[src/rtl/els_pkg.sv]
// Shared types and constants for the e-stop link supervisor.
// Holds the input/result beat structs, event codes and register indexes.
// No dependencies.
`default_nettype none

package els_pkg;

    localparam int unsigned CounterWidth = 32;
    localparam int unsigned RunWidth     = 8;
    localparam int unsigned TickWidth    = 24;
    localparam int unsigned CfgIdxWidth  = 2;
    localparam int unsigned CfgDataWidth = 24;

    // Item kinds
    localparam logic FUNC_PACKET = 1'b0;
    localparam logic FUNC_TICK   = 1'b1;

    // Result event codes
    localparam logic [1:0] EV_TICK    = 2'd0;
    localparam logic [1:0] EV_GOOD    = 2'd1;
    localparam logic [1:0] EV_BAD     = 2'd2;
    localparam logic [1:0] EV_TIMEOUT = 2'd3;

    // Register indexes
    localparam logic [CfgIdxWidth-1:0] CFG_MAX_LOST     = 2'd0;
    localparam logic [CfgIdxWidth-1:0] CFG_RELEASE_THR  = 2'd1;
    localparam logic [CfgIdxWidth-1:0] CFG_TIMEOUT_TICK = 2'd2;

    // Register reset values
    localparam logic [RunWidth-1:0]  MAX_LOST_RST     = 8'd3;
    localparam logic [RunWidth-1:0]  RELEASE_THR_RST  = 8'd3;
    localparam logic [TickWidth-1:0] TIMEOUT_TICK_RST = 24'd100000;

    localparam logic [RunWidth-1:0] RUN_MAX = {RunWidth{1'b1}};

    typedef struct packed {
        logic                    func;
        logic [CounterWidth-1:0] rx_counter;
    } in_item_t;

    typedef struct packed {
        logic       stop_active;
        logic       watchdog_pulse;
        logic [1:0] event_code;
    } out_item_t;

endpackage

`default_nettype wire

[src/rtl/estop_link_supervisor.sv]
// E-stop link supervisor: two-register pipeline with counter checks between.
// Depends on els_pkg for beat structs, event codes and register indexes.
`default_nettype none

// Usage
//   in channel  (in_valid/in_stall/in_data): one beat is either a received
//     packet carrying its decoded rolling counter, or one timer tick.
//   out channel (out_valid/out_stall/out_data): exactly one result beat per
//     input beat, in order: stop state after the item, release pulse, event.
//   cfg channel (cfg_valid/cfg_ready/cfg_index/cfg_data): always ready;
//     index 0 max_lost, 1 release_threshold, 2 timeout_ticks, 3 ignored.
//     Write only while no beat is in flight.
// Path: an accepted beat is taken into the input register; its result is
//   computed from it, registered in the output register and offered from then on.
// Throughput: one beat per cycle while results are not stalled; the state
//   update is a 32-bit subtract, a compare and two 8-bit/24-bit counter steps.
// Reset: stop asserted, counters and last counter cleared, registers at
//   max_lost 3, release_threshold 3, timeout_ticks 100000; no beats held.
// Stall: a stalled result holds in the output register while the input
//   register still takes one more beat; in_stall rises only when both are
//   full and the result is not taken.
module estop_link_supervisor (
    input  wire                                  clk,
    input  wire                                  rst_n,
    input  wire                                  in_valid,
    output logic                                 in_stall,
    input  wire  els_pkg::in_item_t              in_data,
    output logic                                 out_valid,
    input  wire                                  out_stall,
    output els_pkg::out_item_t                   out_data,
    input  wire                                  cfg_valid,
    output logic                                 cfg_ready,
    input  wire  [els_pkg::CfgIdxWidth-1:0]      cfg_index,
    input  wire  [els_pkg::CfgDataWidth-1:0]     cfg_data
);

    // Configuration
    logic [els_pkg::RunWidth-1:0]     max_lost_reg;
    logic [els_pkg::RunWidth-1:0]     release_thr_reg;
    logic [els_pkg::TickWidth-1:0]    timeout_tick_reg;

    // Supervisor state
    logic                             stop_reg,     stop_next;
    logic [els_pkg::CounterWidth-1:0] last_reg,     last_next;
    logic [els_pkg::RunWidth-1:0]     good_run_reg, good_run_next;
    logic [els_pkg::RunWidth-1:0]     bad_run_reg,  bad_run_next;
    logic [els_pkg::TickWidth-1:0]    tick_reg,     tick_next;

    // Pipeline
    logic                             in_valid_reg;
    els_pkg::in_item_t                in_data_reg;
    logic                             out_valid_reg;
    els_pkg::out_item_t               out_data_reg;
    els_pkg::out_item_t               out_data_next;

    logic                             out_free;
    logic                             process;
    logic                             in_take;

    logic [els_pkg::CounterWidth-1:0] step;
    logic                             good;
    logic [els_pkg::TickWidth-1:0]    tick_inc;
    logic [els_pkg::RunWidth-1:0]     run_tmp;
    logic                             pulse;
    logic [1:0]                       ev_next;

    assign out_free  = !out_valid_reg || !out_stall;
    assign process   = in_valid_reg && out_free;
    assign in_stall  = in_valid_reg && !out_free;
    assign in_take   = in_valid && !in_stall;
    assign cfg_ready = 1'b1;
    assign out_valid = out_valid_reg;
    assign out_data  = out_data_reg;

    assign step     = in_data_reg.rx_counter - last_reg;
    assign good     = (step != '0)
                   && (step <= {{(els_pkg::CounterWidth-els_pkg::RunWidth){1'b0}}, max_lost_reg});
    assign tick_inc = tick_reg + 1'b1;

    always_comb
    begin
        stop_next     = stop_reg;
        last_next     = last_reg;
        good_run_next = good_run_reg;
        bad_run_next  = bad_run_reg;
        tick_next     = tick_reg;
        pulse         = 1'b0;
        ev_next       = els_pkg::EV_TICK;
        run_tmp       = '0;

        if (in_data_reg.func == els_pkg::FUNC_PACKET) begin
            ev_next = good ? els_pkg::EV_GOOD : els_pkg::EV_BAD;
            if (stop_reg) begin
                if (good) begin
                    run_tmp   = (good_run_reg == els_pkg::RUN_MAX) ? good_run_reg
                                                                   : good_run_reg + 1'b1;
                    tick_next = '0;
                end
                last_next = in_data_reg.rx_counter;
                // Release once the good run reaches the threshold
                if (run_tmp >= release_thr_reg) begin
                    stop_next     = 1'b0;
                    good_run_next = '0;
                    pulse         = 1'b1;
                end else begin
                    good_run_next = run_tmp;
                end
            end else begin
                if (good) begin
                    last_next    = in_data_reg.rx_counter;
                    bad_run_next = '0;
                    tick_next    = '0;
                end else begin
                    run_tmp = (bad_run_reg == els_pkg::RUN_MAX) ? bad_run_reg
                                                               : bad_run_reg + 1'b1;
                    if (run_tmp >= max_lost_reg) begin
                        stop_next    = 1'b1;
                        bad_run_next = '0;
                    end else begin
                        bad_run_next = run_tmp;
                    end
                end
            end
        end else begin
            // Wrap of the 24-bit tick count also counts as a timeout
            if ((tick_inc >= timeout_tick_reg) || (tick_inc == '0)) begin
                stop_next     = 1'b1;
                good_run_next = '0;
                tick_next     = '0;
                ev_next       = els_pkg::EV_TIMEOUT;
            end else begin
                tick_next = tick_inc;
            end
        end

        out_data_next.stop_active    = stop_next;
        out_data_next.watchdog_pulse = pulse;
        out_data_next.event_code     = ev_next;
    end

    always_ff @(posedge clk or negedge rst_n)
    begin
        if (!rst_n) begin
            max_lost_reg     <= els_pkg::MAX_LOST_RST;
            release_thr_reg  <= els_pkg::RELEASE_THR_RST;
            timeout_tick_reg <= els_pkg::TIMEOUT_TICK_RST;
            stop_reg         <= 1'b1;
            last_reg         <= '0;
            good_run_reg     <= '0;
            bad_run_reg      <= '0;
            tick_reg         <= '0;
            in_valid_reg     <= 1'b0;
            out_valid_reg    <= 1'b0;
        end else begin
            if (cfg_valid && cfg_ready) begin
                case (cfg_index)
                    els_pkg::CFG_MAX_LOST:
                        max_lost_reg <= cfg_data[els_pkg::RunWidth-1:0];
                    els_pkg::CFG_RELEASE_THR:
                        release_thr_reg <= cfg_data[els_pkg::RunWidth-1:0];
                    els_pkg::CFG_TIMEOUT_TICK:
                        timeout_tick_reg <= cfg_data[els_pkg::TickWidth-1:0];
                    default: ;
                endcase
            end

            if (process) begin
                stop_reg     <= stop_next;
                last_reg     <= last_next;
                good_run_reg <= good_run_next;
                bad_run_reg  <= bad_run_next;
                tick_reg     <= tick_next;
            end

            if (in_take) begin
                in_valid_reg <= 1'b1;
            end else if (process) begin
                in_valid_reg <= 1'b0;
            end

            if (process) begin
                out_valid_reg <= 1'b1;
            end else if (out_free) begin
                out_valid_reg <= 1'b0;
            end
        end
    end

    // Payload registers, no reset
    always_ff @(posedge clk)
    begin
        if (in_take) begin
            in_data_reg <= in_data;
        end
        if (process) begin
            out_data_reg <= out_data_next;
        end
    end

    a_pulse_means_released: assert property (@(posedge clk) disable iff (!rst_n)
        out_valid_reg && out_data_reg.watchdog_pulse |-> !out_data_reg.stop_active)
        else $error("release pulse with stop still asserted");

    a_timeout_means_stop: assert property (@(posedge clk) disable iff (!rst_n)
        out_valid_reg && (out_data_reg.event_code == els_pkg::EV_TIMEOUT)
        |-> out_data_reg.stop_active)
        else $error("timeout result without stop");

    // A zero release threshold lets a bad packet release as well
    a_release_on_packet: assert property (@(posedge clk) disable iff (!rst_n)
        $fell(stop_reg)
        |-> $past(process && (in_data_reg.func == els_pkg::FUNC_PACKET)))
        else $error("stop cleared without a packet");

    a_result_follows_process: assert property (@(posedge clk) disable iff (!rst_n)
        process |=> out_valid_reg)
        else $error("processed item produced no result");

    a_no_input_while_full: assert property (@(posedge clk) disable iff (!rst_n)
        in_valid_reg && !process |=> in_valid_reg && $stable(in_data_reg))
        else $error("held input beat lost or overwritten");

endmodule

`default_nettype wire
[config.mk]
export PLATFORM = sky130hd
export DESIGN_NAME = estop_link_supervisor
export DESIGN_NICKNAME = d
export VERILOG_FILES = /design/src/rtl/els_pkg.sv /design/src/rtl/estop_link_supervisor.sv
export SDC_FILE = /design/constraint.sdc
export NUM_CORES = 1
export LEC_CHECK = 0
export BUFFER_PORTS_ARGS = -buffer_cell sky130_fd_sc_hd__buf_2
export CORE_ASPECT_RATIO = 1.25
export CORE_MARGIN = 10
export CORE_UTILIZATION = 50
export CTS_CLUSTER_DIAMETER = 120
export CTS_CLUSTER_SIZE = 28
export DETAILED_ROUTE_END_ITERATION = 10
export PLACE_DENSITY_LB_ADDON = 0.08
export RECOVER_POWER = 100
export SYNTH_ARGS = -nofsm -noshare
export SYNTH_HDL_FRONTEND = slang
export SYNTH_SLANG_ARGS = --single-unit
[constraint.sdc]
create_clock -name clk -period 16.05 [get_ports clk]
set_input_delay 0.8025 -clock clk [delete_from_list [all_inputs] [get_ports clk]]
set_output_delay 0.8025 -clock clk [all_outputs]
set_load 0.02 [all_outputs]
==> flow_metrics.py <==
metrics = {
    "run_status": {
        "status": "finished, violations left",
        "violations": "max-capacitance violations, max-slew violations",
    },
    "timing": {
        "max_clock_freq_mhz": 149,
        "period_needed_ns": 6.69,
        "slew_headroom": -1.28,
        "tightest_slew_ns": 3.43,
        "maxSlewViolCount": 225,
        "finalSetupViolations": 0,
        "hold_viol_final": 0,
        "tns_ns": 0,
        "rsz0062_at_grt": "no",
        "setup_ws_ns": 9.36,
        "fin_crit_sh": 0.417,
        "fin_skew_ns": 0.0112,
    },
    "finish": {
        "nets": 1451,
        "final_layout_size_suffix_gt1_frac": 0.115,
        "areaGrowthSynthToFinish_pct": 8.70,
        "largest_reg_flops": 33,
        "n_antenna_cell": 0,
        "fillCellCount": 2036,
    },
    "cts": {
        "post_cts_buffers": 0,
        "cts_root_buf": "clkbuf_16",
        "cts_buffer_depth": 2,
        "cts_htree_levels": 4,
        "clock-sinks": 152,
        "holdBufCountCts": 0,
        "cts_resized": 0,
        "cts.clk_slew.worst_paths_ns": 0.07,
        "numCtsBuffers": 17,
        "clk_latency_ns": 0.43,
        "cts_tree": "done",
    },
    "logic_synthesis": {
        "yosysWarnings": 0,
        "yosys.area.top_type": "dfrtp_1",
        "synth_cells": 1283,
        "synth_nets": 1430,
        "synth.top_cell.area_share": 0.236,
        "syn_area_per_cell_um2": 8.60,
        "ys_ff_latch": 152,
        "ys_async_sr_fraction": 0.757,
        "ys.flop_type": "dfrtp_1",
        "synth_edf_count": 37,
        "netlist-cell-type-count": 77,
        "ys_top_cells_by_area": "dfrtp_1, edfxtp_1, ha_1",
        "ys_seq_area_frac": 0.363,
        "synth_area_um2": 11000,
    },
    "critical_path": {
        "path_delay_family": "simple AND/OR/NAND/NOR gates",
        "crit_arrival_ns": 7.02,
        "cp_slowest_stage_delay_ns": 0.52,
        "crit_buf_inv": 1,
        "worstSetupPathType": "reg2reg",
        "critPathMaxFanout": 15,
        "critical-path-slowest-cell": "or3_1",
        "crit_required_ns": 16.38,
        "worstSetupStartpointType": "flip-flop",
        "end_kind": "flip-flop",
    },
    "hold_path": {
        "hold_path.class": "reg2reg",
    },
    "placement": {
        "place_congestion": 0.950,
        "dp_hpwl_um": 21500,
        "place_ws_ns": 9.42,
        "io_buffer_count": 69,
    },
    "pwr": {
        "power.total_mw": 1.61,
        "power_density_nw_per_um2": 134,
        "irDropWorstVdd_mv": 0.0748,
        "p_leak_nw": 5.08,
    },
    "drt": {
        "wl_um": 29000,
        "drtIter0Drc": 683,
        "via_per_inst": 5.92,
        "drc": 0,
        "drt-pass1-iter-count": 5,
        "wire_per_inst_um": 18.2,
        "ant_nets": 0,
        "vias": 9442,
    },
    "run": {
        "drv_cap": 5,
    },
    "global_route": {
        "overflow": 0,
        "antenna_found_initial": 0,
        "grt_max_degree": 68,
        "gr-usage-all-layers": 0.200,
        "grt_pass1_wl_um": 46800,
        "grt_pass1_vias": 9411,
    },
    "die": {
        "core_um2": 21600,
        "die_w_um": 153,
        "rows": 60,
        "die_h_um": 186,
        "die_area_um2": 28500,
        "io_pins": 71,
        "start_util": 0.510,
    },
}
-- worst paths after layout --
path                           startpoint              endpoint  slack (ns)  depth (start not counted)
max                        in_data_reg[0]       good_run_reg[4]        9.36                         27
min                          in_valid_reg             out_valid        0.48                          1
max reg2reg                in_data_reg[0]       good_run_reg[4]        9.36                         27
min reg2reg                  in_valid_reg             out_valid        0.48                          1
max in group asynchronous           rst_n       good_run_reg[1]       10.21                          2
min in group asynchronous           rst_n  timeout_tick_reg[11]        1.40                          1
-- Yosys cell counts (10+ instances only) --
| library cell | count |
|---|---|
| a21o_1 | 14 |
| xor2_1 | 13 |
| dfrtp_1 | 104 |
| nand4_1 | 16 |
| buf_2 | 12 |
| nand2_1 | 162 |
| nand3_1 | 66 |
| and3_1 | 18 |
| o21ai_0 | 58 |
| inv_1 | 78 |
| a21oi_1 | 76 |
| nor4_1 | 12 |
| xnor2_1 | 27 |
| nor3_1 | 28 |
| o31a_1 | 34 |
| nand2b_1 | 14 |
| nor2_1 | 80 |
| o211ai_1 | 10 |
| clkbuf_1 | 57 |
| edfxtp_1 | 37 |
| o21a_1 | 17 |
| o21ai_1 | 47 |
| a22oi_1 | 17 |
| dfstp_2 | 11 |
| ha_1 | 82 |
| mux2_2 | 34 |
| and2_1 | 11 |
-- worst reg2reg max path: stages, from the launching register on --
cell and delay (ns):
edfxtp_1 0.36, inv_1 0.05, ha_1 0.20, fa_1 0.41
nor2b_1 0.22, o31a_1 0.24, nor2_1 0.09, xnor2_1 0.14
ha_1 0.31, nand4_1 0.11, or3_1 0.39, o211ai_1 0.13
o2111ai_1 0.14, nand4b_1 0.19, nor4_1 0.27, and4_1 0.22
nand3_1 0.43, a21o_1 0.33, ha_1 0.26, nand2b_1 0.14
a21o_1 0.18, a21o_1 0.17, a211o_1 0.28, a21oi_1 0.11
o21ai_0 0.16, nand2b_1 0.22, or3_1 0.52, a211oi_1 0.33
-- layout by cell type, fill, tap and decap left out, drive strengths merged, types with 17 or more instances in the layout --
cell and count:
o21ai 105, buf 64, nand3 66, o21a 17
o31a 34, dfrtp 104, a22oi 17, mux2 34
xnor2 27, ha 82, and3 18, inv 84
nand2 163, a21oi 76, nor3 28, nand4 17
clkbuf 38, edfxtp 37, nor2 80
-- power by group --
part	switching [mW]	internal, mW	total [mW]
clock	0.178	0.219	0.397
combinational	0.393	0.264	0.657
sequential	0.0843	0.474	0.558
-- per-stage QoR --
| step | instance area [um2] | instances | hold WS [ns] | utilization |
|---|---|---|---|---|
| 6_report | 12000 | 1596 | 0.483 | 0.555 |
| 5_1_grt | 12000 | 1596 | 0.507 | 0.555 |
| 2_1_floorplan | 11000 | 1283 | 0.456 | - |
| 3_5_place_dp | 11500 | 1564 | 0.482 | 0.532 |
| 4_1_cts | 12100 | 1596 | 0.448 | 0.558 |
| 3_3_place_gp | 11500 | 1564 | 0.468 | 0.532 |
-- layer usage --
layer	up-vias	part of all wire	global-route usage
met5	-	0	0
met2	192	0.52	0.374
li1	4702	-	-
met4	0	0.030	0.0833
met1	4490	0.42	0.224
met3	58	0.029	0.0286
-- final cells by class --
class | instances | area (um2) | share of cell area
tap | 279 | 349 | 0.0291
multi-input combinational | 975 | 6390 | 0.533
inverter | 78 | 293 | 0.0244
timing repair buffer | 80 | 393 | 0.0327
clock buffer | 22 | 485 | 0.0405
sequential | 152 | 4000 | 0.334
clock inverter | 10 | 81.3 | 0.00678
-- cell families (layout without fill, tap and decap cells) --
group                    after synthesis  count (layout)  synth area share
AND/OR/NAND/NOR                      456             456             0.200
AO/OA/AOI/OAI                        354             354             0.213
buffers and inverters                156             190            0.0561
flip-flops                           152             152             0.363
adder cells (fa/ha/maj)               83              83            0.0948
multiplexers                          41              41            0.0410
XOR/XNOR                              40              40            0.0317
other                                  1               1          0.000340
Power figures use the tool's default switching activity.
